<file path="src/sv/fspa_pkg.sv">
// Shared types and constants for the fixed-size pool allocator.
// Used by the controller, the datapath and the top level; no dependencies.
package fspa_pkg;

	localparam int REGION_BYTES_DEF = 65536;
	localparam int HEADER_BYTES_DEF = 8;

	// Addresses are 16 bits, so the region can never reach past this.
	localparam int ADDR_SPACE = 65536;
	localparam int ELEM_ROUND = 3;
	localparam int HDR_ROUND  = 7;

	localparam int ADDR_W    = 16;
	localparam int LINK_AW   = 14;
	localparam int LINK_DEPTH = 16384;
	localparam int EB_W      = 13;
	localparam int EPC_W     = 11;
	localparam int SLOT_W    = 14;
	localparam int PROD_W    = SLOT_W + EPC_W;
	localparam int SUM_W     = PROD_W + 1;
	localparam int BUMP_W    = 17;
	localparam int BASE_W    = 18;
	localparam int FREE_W    = 15;
	localparam int CHUNK_W   = 14;
	localparam int STATUS_W  = 2;
	localparam int CFG_IDX_W = 1;
	localparam int CFG_W     = 13;
	localparam int OUT_DATA_W = 48;

	localparam logic [EB_W-1:0]  ELEM_BYTES_RST = 13'd8;
	localparam logic [EPC_W-1:0] ELEMS_PER_CHUNK_RST = 11'd16;

	// Register indexes of the configuration port.
	localparam logic [CFG_IDX_W-1:0] REG_ELEMENT_BYTES   = 1'b0;
	localparam logic [CFG_IDX_W-1:0] REG_ELEMS_PER_CHUNK = 1'b1;

	// Request kinds.
	localparam logic OP_ALLOC = 1'b0;
	localparam logic OP_FREE  = 1'b1;

	typedef enum logic [STATUS_W-1:0] {
		ST_OK        = 2'd0,
		ST_EXHAUSTED = 2'd1,
		ST_NULL_FREE = 2'd2,
		ST_OVER_FREE = 2'd3
	} status_t;

	typedef struct packed {
		logic latch_in;
		logic do_free;
		logic issue_read;
		logic mul;
		logic check;
		logic walk;
		logic pop;
		logic load_out;
	} fspa_cmd_t;

	typedef struct packed {
		logic op_free;
		logic head_zero;
		logic fits;
		logic walk_last;
	} fspa_sts_t;

endpackage

</file>
<file path="src/sv/fspa_ctrl.sv">
// Controller of the pool allocator: sequences each request through the datapath
// and owns the result valid flag. Depends on fspa_pkg.
module fspa_ctrl import fspa_pkg::*; (
	input  logic      clk,
	input  logic      arst_n,
	input  logic      in_valid,
	output logic      in_ready,
	output logic      out_valid,
	input  logic      out_ready,
	input  fspa_sts_t sts,
	output fspa_cmd_t cmd
);

	typedef enum logic [6:0] {
		S_IDLE   = 7'b0000001,
		S_DECODE = 7'b0000010,
		S_MUL    = 7'b0000100,
		S_CHECK  = 7'b0001000,
		S_WALK   = 7'b0010000,
		S_POP    = 7'b0100000,
		S_OUT    = 7'b1000000
	} state_t;

	state_t state_q;
	state_t state_nxt;
	logic   out_valid_q;
	logic   out_free;

	assign in_ready  = (state_q == S_IDLE);
	assign out_valid = out_valid_q;
	assign out_free  = !out_valid_q || out_ready;

	always_comb begin
		state_nxt = state_q;
		cmd       = '0;
		case (state_q)
			S_IDLE: begin
				if (in_valid) begin
					cmd.latch_in = 1'b1;
					state_nxt    = S_DECODE;
				end
			end
			S_DECODE: begin
				if (sts.op_free) begin
					cmd.do_free = 1'b1;
					state_nxt   = S_OUT;
				end else if (sts.head_zero) begin
					state_nxt = S_MUL;
				end else begin
					cmd.issue_read = 1'b1;
					state_nxt      = S_POP;
				end
			end
			S_MUL: begin
				cmd.mul   = 1'b1;
				state_nxt = S_CHECK;
			end
			S_CHECK: begin
				cmd.check = 1'b1;
				state_nxt = sts.fits ? S_WALK : S_OUT;
			end
			S_WALK: begin
				cmd.walk = 1'b1;
				// With the chunk on the list, the allocation is retried as a pop.
				if (sts.walk_last) begin
					state_nxt = S_DECODE;
				end
			end
			S_POP: begin
				cmd.pop   = 1'b1;
				state_nxt = S_OUT;
			end
			S_OUT: begin
				if (out_free) begin
					cmd.load_out = 1'b1;
					state_nxt    = S_IDLE;
				end
			end
			default: begin
				state_nxt = S_IDLE;
			end
		endcase
	end

	always_ff @(posedge clk or negedge arst_n) begin
		if (!arst_n) begin
			state_q     <= S_IDLE;
			out_valid_q <= 1'b0;
		end else begin
			state_q <= state_nxt;
			if (cmd.load_out) begin
				out_valid_q <= 1'b1;
			end else if (out_ready) begin
				out_valid_q <= 1'b0;
			end
		end
	end

	a_load_into_free_slot: assert property (@(posedge clk) disable iff (!arst_n)
		cmd.load_out |-> (!out_valid_q || out_ready))
		else $error("result loaded over one not yet taken");

	a_walk_fills_list: assert property (@(posedge clk) disable iff (!arst_n)
		(state_q == S_WALK && sts.walk_last) |=> !sts.head_zero)
		else $error("free list still empty after carving a chunk");

	a_pop_after_read: assert property (@(posedge clk) disable iff (!arst_n)
		(state_q == S_POP) |-> $past(cmd.issue_read))
		else $error("pop without a link read in the cycle before");

	a_one_request_in_flight: assert property (@(posedge clk) disable iff (!arst_n)
		cmd.latch_in |=> !in_ready)
		else $error("second request taken while one is in progress");

endmodule

</file>
<file path="config.mk">
export PLATFORM = sky130hd
export DESIGN_NAME = fspa_ctrl
export DESIGN_NICKNAME = d
export VERILOG_FILES = /design/src/sv/fspa_pkg.sv /design/src/sv/fspa_ctrl.sv
export SDC_FILE = /design/constraint.sdc
export NUM_CORES = 1
export LEC_CHECK = 0
export BUFFER_PORTS_ARGS = -buffer_cell sky130_fd_sc_hd__buf_2
export CELL_PAD_IN_SITES_DETAIL_PLACEMENT = 0
export CELL_PAD_IN_SITES_GLOBAL_PLACEMENT = 1
export CORE_MARGIN = 1
export CORE_UTILIZATION = 35
export DETAILED_ROUTE_END_ITERATION = 10
export PLACE_DENSITY_LB_ADDON = 0.2
export SLEW_MARGIN = 15
export SYNTH_ARGS = -nofsm -noshare
export SYNTH_HDL_FRONTEND = slang
export SYNTH_SLANG_ARGS = --single-unit
</file>
<file path="constraint.sdc">
create_clock -name clk -period 2 [get_ports clk]
set_input_delay 0.4 -clock clk [delete_from_list [all_inputs] [get_ports clk]]
set_output_delay 0.4 -clock clk [all_outputs]
set_load 0.05 [all_outputs]
</file>
**Word level (Yosys, flattened, before mapping)**

Cells that the tools add are included.

- Equal/unequal tests: 10
- Multiplexer cells: 21
- Reduce and logical (&&, ||, !) cells: 4

Operators with widths:

| kind | number |
|---|---|
| $pmux W7 S7 | 1 |
| $mux W7 | 5 |
| $mux W1 | 13 |
| $eq A7 B1 Y1 const B | 1 |
| $eq A7 B2 Y1 const B | 1 |
| $eq A7 B3 Y1 const B | 1 |
| $eq A7 B4 Y1 const B | 1 |
| $eq A7 B5 Y1 const B | 1 |
| $eq A7 B6 Y1 const B | 1 |
| $eq A7 B7 Y1 const B | 1 |
| $mux W6 | 1 |
| $ne A2 B2 Y1 const B | 3 |
| $reduce_and A3 Y1 | 1 |
| $mux W2 | 1 |
| $reduce_bool A2 Y1 | 1 |
| $logic_not A1 Y1 | 1 |
| $logic_or A1 B1 Y1 | 1 |

- Bits in registers: 8
- Input port bits: 8
- Output and inout port bits: 10
- Word-level logic and storage cells: 37

**Longest topological paths before layout**

Gate-level depths: netlist (run 1).

- Depth in word-level cells: 5
- Gate-level depth with buffers: 4
- Gate-level depth less buffers: 3

**Worst setup path before layout (run 1)**

No wires, ideal clock.

- Kind: reg2out
- Start: register state_q[0]
- End: output port cmd[4] in the netlist's numbering
- Data arrival time: 2626 ps
- Required time: 1600 ps
- Path slack: -1026 ps
- Cell stages (with the launch flop): 4
- Path buffers: 1
- Cells stage by stage: dfstp_2 -> buf_6 -> or4_4 -> nor4b_1

RTL lines:

| item | line | RTL |
|---|---|---|
| start, declared | fspa_ctrl.sv:24 | `state_t state_q;` |
| start signal, assigned | fspa_ctrl.sv:90 | `state_q <= state_nxt;` |
| end, declared | fspa_ctrl.sv:11 | `output fspa_cmd_t cmd` |

==> results of run 1 <==
-- critical path, delay by kind of cell, from the launching register on --
family | cells | cell delay [ps]
simple gates | 2 | 790
buf+inv | 1 | 190
flops | 1 | 430
-- metal layers --
layer / up-vias / GRT usage / part of all wire
met5: - / 0 / 0
met4: 0 / 0.0516 / 0.015
met3: 4 / 0.0652 / 0.037
met2: 16 / 0.309 / 0.49
met1: 272 / 0.219 / 0.46
li1: 283 / - / -
-- registers in the layout, indices dropped and copies added, names as in the netlist --
signal and flops:
out_valid 1, state_q 7
-- stage by stage --
stage | total power (µW) | instances | setup WS [ps] | area (µm²)
finish | 878 | 103 | -64.1 | 856
global route | 934 | 103 | -132 | 856
CTS | 862 | 101 | -71.8 | 821
detailed placement | 666 | 95 | 92.7 | 722
global placement | 661 | 95 | 122 | 722
floorplan | 559 | 60 | -46.4 | 589
-- what timing repair did --
action	CTS	global route
setup endpoints to repair	6	8
pin swaps	1	3
hold endpoints to repair	7	0
resized for setup	14	4
hold buffers	1	0
buffers inserted	1	2
-- cell usage in the layout, fill, tap and decap left out, drive strengths merged, types with 2 or more instances in the layout --
| cell type | synthesis | final |
|---|---|---|
| and3 | 2 | 2 |
| buf | 3 | 28 |
| clkbuf | 2 | 4 |
| dfrtp | 7 | 7 |
| inv | 3 | 3 |
| nand2b | 2 | 2 |
| nand3 | 2 | 2 |
| nand4 | 2 | 2 |
| nor2 | 5 | 5 |
| nor3 | 5 | 5 |
| nor3b | 2 | 2 |
| nor4 | 2 | 2 |
| nor4b | 2 | 2 |
| or4 | 2 | 2 |
| xor2 | 2 | 2 |
-- kinds of logic (layout without fill, tap and decap cells) --
kind of cell | count (synthesis) | after routing | share of synthesized area
AND/OR/NAND/NOR | 34 | 34 | 0.405
AO/OA/AOI/OAI | 7 | 7 | 0.105
flip-flops | 8 | 8 | 0.366
buffers and inverters | 8 | 36 | 0.0773
XOR/XNOR | 3 | 3 | 0.0477
-- final cells by class --
cell class              instances  area, µm²  share of cell area
clock buffers                   4       26.3              0.0307
repair buffers                 29        208               0.243
inverters                       3       11.3              0.0132
well taps                      15       18.8              0.0219
multi-input cells              44        390               0.456
flip-flops and latches          8        201               0.235
-- worst min path at each step --
| stage | from | endpoint | slack, ps | depth (start not counted) |
|---|---|---|---|---|
| floorplan | arst_n | out_valid$_DFFE_PN0P_ | 100 | 0 |
| global placement | arst_n | state_q[3]$_DFFE_PN0P_ | 260 | 1 |
| detailed placement | arst_n | state_q[1]$_DFFE_PN0P_ | 260 | 1 |
| CTS | sts[2] | state_q[5]$_DFFE_PN0P_ | 350 | 2 |
| global route | sts[2] | state_q[5]$_DFFE_PN0P_ | 370 | 2 |
| finish | sts[2] | state_q[5]$_DFFE_PN0P_ | 360 | 2 |
-- power breakdown --
group | internal, µW | switching (µW) | total [µW] | leakage, µW
Combinational | 217 | 291 | 508 | 0.000299
Sequential | 197 | 37.3 | 234 | 0.000106
Clock | 76.6 | 58.9 | 136 | 0.0000150
==> flow_metrics.py, run 1 <==
metrics = {
    "cts": {
        "cts_root_buf": "clkbuf_4",
        "htree_num_levels": 1,
        "cts_tree": "yes",
        "clkLatencyLatePin_ps": 260,
        "clockBufferDepth": 2,
        "clkSlewWorstSetupHoldPaths_ps": 60,
        "cts_buffers": 3,
        "cts.sinks": 8,
    },
    "logic_synthesis": {
        "seq_area_frac_synth": 0.366,
        "synth_edf_count": 0,
        "postSynthCellCount": 60,
        "synth_top_area_share": 0.318,
        "yosysWarnings": 0,
        "synthesis.area_um2": 551,
        "synth.distinct_cells": 36,
        "synthesis.nets": 68,
        "yosysMostFrequentCell": "dfrtp_1",
        "ys_seq_elements": 8,
        "async_flop_share": 1.00,
        "synth_area_per_cell_um2": 9.18,
        "yosysTopAreaCell": "dfrtp_1",
        "yosys-top-cells-count": "7 x dfrtp_1, 5 x nor2_1, 5 x nor3_1",
        "yosys-top-cells-area": "dfrtp_1 32%, dfstp_2 4.8%, nor3_1 4.5%, nor2_1 3.4%, nor4b_1 3.2%",
        "synthFlopType": "dfrtp_1",
    },
    "sta": {
        "slew-limit-headroom": 0.812,
        "rsz0062_at_grt": "true",
        "drv_slew": 0,
        "timing.fmax_ghz": 0.484,
        "worstMarginPinSlew_ps": 280,
        "hold_viol_final": 0,
        "layout_setup_ws_ps": -64.1,
        "period_share": 1.03,
        "timing.hold.ws_ps": 361,
        "finalSetupViolCount": 2,
        "fin_worst_skew_ps": 0.414,
        "fin_setup_tns_ps": -74.2,
        "period_needed_ps": 2060,
    },
    "power_and_ir_drop": {
        "leakage_uw": 0.000420,
        "ir_worst_vdd_v": 0.000541,
        "power_density_mw_per_mm2": 1030,
    },
    "worst_setup_path": {
        "r2r_start": "state_q[1]$_DFFE_PN0P_",
        "crit_required_ps": 1600,
        "worstPathCellList": "or4_4 > nor4b_4 > buf_6",
        "critPathSlowestCell": "or4_4",
        "reg2reg_to": "state_q[6]$_DFFE_PN0P_",
        "ff2ff_setup_slack_ps": 400,
        "cp-start-kind": "flop",
        "crit_fanout": 5,
        "cp-end-kind": "output port",
        "path_class": "reg2out",
        "cp.arrival_ps": 1660,
        "r2r_cells": 3,
        "crit_end": "cmd[4]",
        "cp-startpoint": "state_q[1]$_DFFE_PN0P_",
        "max_stage_delay_ps": 550,
    },
    "final_layout": {
        "drive_gt1_frac": 0.523,
        "final_nets": 97,
        "final_util": 0.619,
        "nFillCells": 110,
        "area_growth_pct": 55.5,
        "diodes": 0,
    },
    "global_route": {
        "antenna_found_initial": 0,
        "grt_pass1_vias": 582,
        "grt_first_pass_wirelength_um": 2470,
        "grt_util_all_layers": 0.184,
        "grt_overflow": 0,
        "grt_max_degree": 10,
    },
    "place": {
        "hpwl_um": 1050,
        "gp_congestion": 0.792,
        "port_buffers": 17,
    },
    "run_status": {
        "outcome": "finished, violations left",
        "violations": "setup timing",
    },
    "die": {
        "placementRows": 13,
        "initial_utilization": 0.398,
        "die-area_mm2": 0.00174,
        "die_h_um": 41.7,
        "coreArea_mm2": 0.00138,
        "boundaryPins": 18,
        "die_w_um": 41.7,
    },
    "flow_run": {
        "max_cap_viol_count": 0,
    },
    "routing": {
        "finalWirelength_um": 1470,
        "viasPerCell": 5.58,
        "drtIter0Drc": 11,
        "dr.pass1.iters": 4,
        "avgRoutedWirePerCell_um": 14.3,
        "vias": 575,
        "drc": 0,
        "final_antenna_net_count": 0,
    },
    "hold_path": {
        "hp-class": "in2reg",
    },
}
Power figures use the tool's default switching activity.
==> run 2: changes to the inputs <==
--- a/config.mk
+++ b/config.mk
@@ -16,3 +16,4 @@
 export SYNTH_ARGS = -nofsm -noshare
 export SYNTH_HDL_FRONTEND = slang
 export SYNTH_SLANG_ARGS = --single-unit
+export TNS_END_PERCENT = 10
==> flow_metrics.py, run 2 (synthesis gave the netlist of run 1 again) <==
metrics = {
    "final_layout": {
        "final_common_cell": "buf_4",
        "final_util": 0.632,
        "final_nets": 97,
        "diodes": 0,
        "fin_cells": 103,
        "top_register": "state_q",
        "drive_gt1_frac": 0.580,
        "largest_reg_flops": 7,
        "most-common-layout-cells": "13 x buf_4, 11 x buf_2, 5 x dfrtp_1",
        "area_growth_pct": 58.6,
    },
    "global_route": {
        "grt_pass1_vias": 553,
        "grt_first_pass_wirelength_um": 2420,
        "antenna_found_initial": 0,
        "grt_util_all_layers": 0.180,
        "grt_overflow": 0,
        "grt_max_degree": 10,
    },
    "sta": {
        "drv_slew": 0,
        "layout_setup_ws_ps": -56.3,
        "finalSetupViolCount": 1,
        "period_share": 1.03,
        "period_needed_ps": 2060,
        "worstMarginPinSlew_ps": 260,
        "rsz0062_at_grt": "true",
        "fin_worst_skew_ps": 5.14,
        "hold_viol_final": 0,
        "fin_setup_tns_ps": -56.3,
        "slew-limit-headroom": 0.826,
        "timing.fmax_ghz": 0.486,
    },
    "power_and_ir_drop": {
        "ir_worst_vdd_v": 0.000577,
        "leakage_uw": 0.000419,
        "power_density_mw_per_mm2": 1060,
    },
    "hold_path": {
        "holdPathStages": 2,
        "hp-class": "in2reg",
        "min_from": "sts[2]",
    },
    "worst_setup_path": {
        "crit_fanout": 3,
        "crit_required_ps": 1600,
        "r2r_cells": 4,
        "cp-startpoint": "state_q[5]$_DFFE_PN0P_",
        "cp.arrival_ps": 1660,
        "r2r_start": "state_q[5]$_DFFE_PN0P_",
        "path_class": "reg2out",
        "cp-start-kind": "flop",
        "cp-end-kind": "output port",
    },
    "place": {
        "port_buffers": 17,
        "hpwl_um": 1000,
        "gp_congestion": 0.805,
        "place_inst": 95,
    },
    "routing": {
        "viasPerCell": 5.72,
        "drtIter0Drc": 4,
        "vias": 589,
        "avgRoutedWirePerCell_um": 14.6,
        "finalWirelength_um": 1500,
        "final_antenna_net_count": 0,
        "dr.pass1.iters": 4,
        "drc": 0,
    },
    "cts": {
        "clkLatencyLatePin_ps": 260,
        "clkSlewWorstSetupHoldPaths_ps": 50,
        "htree_num_levels": 1,
        "cts.sinks": 8,
        "cts_tree": "yes",
        "cts_root_buf": "clkbuf_4",
        "cts_buffers": 3,
        "clockBufferDepth": 2,
    },
    "die": {
        "die_h_um": 41.7,
        "coreArea_mm2": 0.00138,
        "initial_utilization": 0.398,
        "boundaryPins": 18,
        "placementRows": 13,
        "die-area_mm2": 0.00174,
        "die_w_um": 41.7,
    },
    "flow_run": {
        "max_cap_viol_count": 0,
    },
    "run_status": {
        "outcome": "finished, violations left",
        "violations": "setup timing",
    },
}
run 2: cell counts in the layout (fill, tap and decap cells not counted):
Identical to the previous run, type by type.
run 2: path summary, 6_finish.rpt:
check / to / slack [ps]
worst max-delay path: cmd[4] / -60
worst max register to register: state_q[6]$_DFFE_PN0P_ / 280
max in group asynchronous: state_q[0]$_DFFE_PN1P_ / 1250
worst min register to register: state_q[3]$_DFFE_PN0P_ / 670
min in group asynchronous: state_q[1]$_DFFE_PN0P_ / 510
worst min-delay path: state_q[5]$_DFFE_PN0P_ / 370
run 2: power by group:
| part | internal, µW | switching [µW] |
|---|---|---|
| combinational | 255 | 300 |
| sequential | 199 | 40.1 |
| clock | 76.6 | 58.3 |
| total | 530 | 399 |
run 2: through the flow:
stage	cell area, µm²	hold WS [ps]	setup WS [ps]	total power, µW
2_1_floorplan	583	104	-70.9	555
3_3_place_gp	716	262	131	658
3_5_place_dp	716	258	94.2	659
4_1_cts	827	356	-72.2	878
5_1_grt	873	357	-133	983
6_report	873	367	-56.3	929
run 2: repair_timing:
action | 4_1_cts | 5_1_grt
pin swaps | 1 | 1
resized for setup | 13 | 13
endpoints found under the setup margin | 5 | 7
hold buffers | 1 | 0
hold endpoints to repair | 7 | 0
cloned | 0 | 0
setup buffers | 3 | 0
run 2: final cells by class:
cell class / instances / area (µm²)
multi-input cells: 44 / 405
repair buffers: 29 / 208
clock buffers: 4 / 26.3
well taps: 15 / 18.8
fillers: 115 / 509
inverters: 3 / 11.3
flip-flops and latches: 8 / 204
run 2: layer usage:
metal / vias to the layer above / global-route usage / part of all wire
met3: 5 / 0.0522 / 0.048
met5: - / 0 / 0
li1: 281 / - / -
met4: 0 / 0.0839 / 0.011
met1: 285 / 0.224 / 0.44
met2: 18 / 0.284 / 0.50
run 2: critical path, stage by stage, from the launching register on:
cell and delay, ps:
dfrtp_1 390, or4_4 580, nor4b_4 240, buf_6 190
==> run 3: changes to the inputs <==
--- a/config.mk
+++ b/config.mk
@@ -8,11 +8,11 @@
 export BUFFER_PORTS_ARGS = -buffer_cell sky130_fd_sc_hd__buf_2
 export CELL_PAD_IN_SITES_DETAIL_PLACEMENT = 0
 export CELL_PAD_IN_SITES_GLOBAL_PLACEMENT = 1
-export CORE_MARGIN = 1
 export CORE_UTILIZATION = 35
+export CTS_BUF_LIST = sky130_fd_sc_hd__clkbuf_16
 export DETAILED_ROUTE_END_ITERATION = 10
 export PLACE_DENSITY_LB_ADDON = 0.2
-export SLEW_MARGIN = 15
+export SLEW_MARGIN = 20
 export SYNTH_ARGS = -nofsm -noshare
 export SYNTH_HDL_FRONTEND = slang
 export SYNTH_SLANG_ARGS = --single-unit
==> flow_metrics.py, run 3 (synthesis gave the netlist of run 1 again) <==
metrics = {
    "hold_path": {
        "hp-class": "in2async",
    },
    "power_and_ir_drop": {
        "seq_power_share": 0.238,
        "pwr-share-comb": 0.433,
        "ir_worst_vdd_v": 0.000739,
        "p_int_uw": 652,
        "power_density_mw_per_mm2": 1220,
        "power.switching_uw": 399,
        "swShare": 0.379,
        "leakage_uw": 0.000422,
        "clkPwrFrac": 0.329,
    },
    "die": {
        "placementRows": 13,
        "die-area_mm2": 0.00174,
        "die_w_um": 41.7,
        "die_h_um": 41.7,
        "coreArea_mm2": 0.00138,
        "boundaryPins": 18,
        "initial_utilization": 0.398,
    },
    "flow_run": {
        "max_cap_viol_count": 0,
    },
    "global_route": {
        "grt_first_pass_wirelength_um": 2330,
        "grt_overflow": 0,
        "grt_max_degree": 11,
        "antenna_found_initial": 0,
        "grt_pass1_vias": 542,
        "grt_util_all_layers": 0.185,
    },
    "cts": {
        "cts_root_buf": "clkbuf_16",
        "clkSlewWorstSetupHoldPaths_ps": 40,
        "cts_buffers": 3,
        "htree_num_levels": 1,
        "post_cts_buffers": 0,
        "clockBufferDepth": 2,
        "cts.sinks": 8,
        "clkLatencyLatePin_ps": 240,
        "cts_tree": "yes",
    },
    "routing": {
        "vias": 553,
        "drc": 0,
        "finalWirelength_um": 1430,
        "dr.pass1.iters": 4,
        "drtIter0Drc": 10,
        "avgRoutedWirePerCell_um": 14.4,
        "viasPerCell": 5.59,
        "final_antenna_net_count": 0,
    },
    "sta": {
        "hold_viol_final": 0,
        "slew-limit-headroom": 0.794,
        "drv_slew": 0,
        "worstMarginPinSlew_ps": 307,
        "fin_setup_tns_ps": -38.6,
        "period_share": 1.02,
        "finalSetupViolCount": 1,
        "timing.hold.ws_ps": 4.75,
        "layout_setup_ws_ps": -38.6,
        "rsz0062_at_grt": "true",
        "fin_worst_skew_ps": 1.86,
        "timing.fmax_ghz": 0.491,
        "period_needed_ps": 2040,
    },
    "worst_setup_path": {
        "cp.arrival_ps": 1640,
        "path_class": "reg2out",
        "crit_fanout": 4,
        "cp-end-kind": "output port",
        "crit_required_ps": 1600,
        "cp-start-kind": "flop",
    },
    "final_layout": {
        "largest_reg_flops": 7,
        "final_util": 0.624,
        "fin_cells": 99,
        "area_growth_pct": 56.6,
        "nFillCells": 120,
        "top_register": "state_q",
        "diodes": 0,
        "final_common_cell": "buf_2",
        "drive_gt1_frac": 0.524,
        "most-common-layout-cells": "11 x buf_2, 10 x buf_4, 7 x dfrtp_1",
        "final_nets": 93,
    },
    "place": {
        "port_buffers": 17,
        "pre_cts_slack_ps": 94.2,
        "gp_congestion": 0.805,
        "place_inst": 95,
        "hpwl_um": 1000,
    },
    "run_status": {
        "outcome": "finished, violations left",
        "violations": "setup timing",
    },
}
-- run 3: worst max-delay path: stages, from the launching register on --
cell,delay (ps)
dfrtp_1,380
or4_4,590
nor4b_4,240
buf_6,190
-- run 3: what timing repair did --
item	in CTS	in global routing
pin swaps	1	2
hold buffers	0	0
gates resized for setup	9	9
setup endpoints to repair	5	6
-- run 3: per-layer routing --
metal	part of all wire	global-route usage
met5	0	0
met4	0.029	0.155
met3	0.050	0.0652
met2	0.47	0.272
met1	0.45	0.211
-- run 3: cell type report --
cell class	count	area [µm²]	area share
clock buffers	3	75.1	0.0871
multi-input cells	44	380	0.441
clock inverters	1	3.75	0.00435
flip-flops and latches	8	201	0.234
well taps	15	18.8	0.0218
inverters	3	11.3	0.0131
repair buffers	25	171	0.199
-- run 3: power groups by stage --
stage	Clock (µW)	Sequential (µW)	Combinational [µW]
after floorplan	0	227	327
after global placement	0	241	416
after detailed placement	0	243	416
after CTS	351	245	429
after global routing	362	257	487
final	345	250	455
-- run 3: worst paths after layout --
path                                              from                     end  slack (ps)  cells past startpoint
worst max-delay path            state_q[5]$_DFFE_PN0P_                  cmd[4]         -40                      3
worst min-delay path                            arst_n  state_q[1]$_DFFE_PN0P_           5                      1
worst max register to register  state_q[5]$_DFFE_PN0P_  state_q[6]$_DFFE_PN0P_         430                      3
worst min register to register  state_q[4]$_DFFE_PN0P_  state_q[3]$_DFFE_PN0P_         610                      2
max in group asynchronous                       arst_n  state_q[0]$_DFFE_PN1P_        1760                      1
min in group clk                                sts[2]  state_q[5]$_DFFE_PN0P_         380                      2
-- run 3: stage by stage --
step | total power [µW] | cell area (µm²)
2_1_floorplan | 555 | 583
3_3_place_gp | 658 | 716
3_5_place_dp | 659 | 716
4_1_cts | 1030 | 826
5_1_grt | 1110 | 862
6_report | 1050 | 862
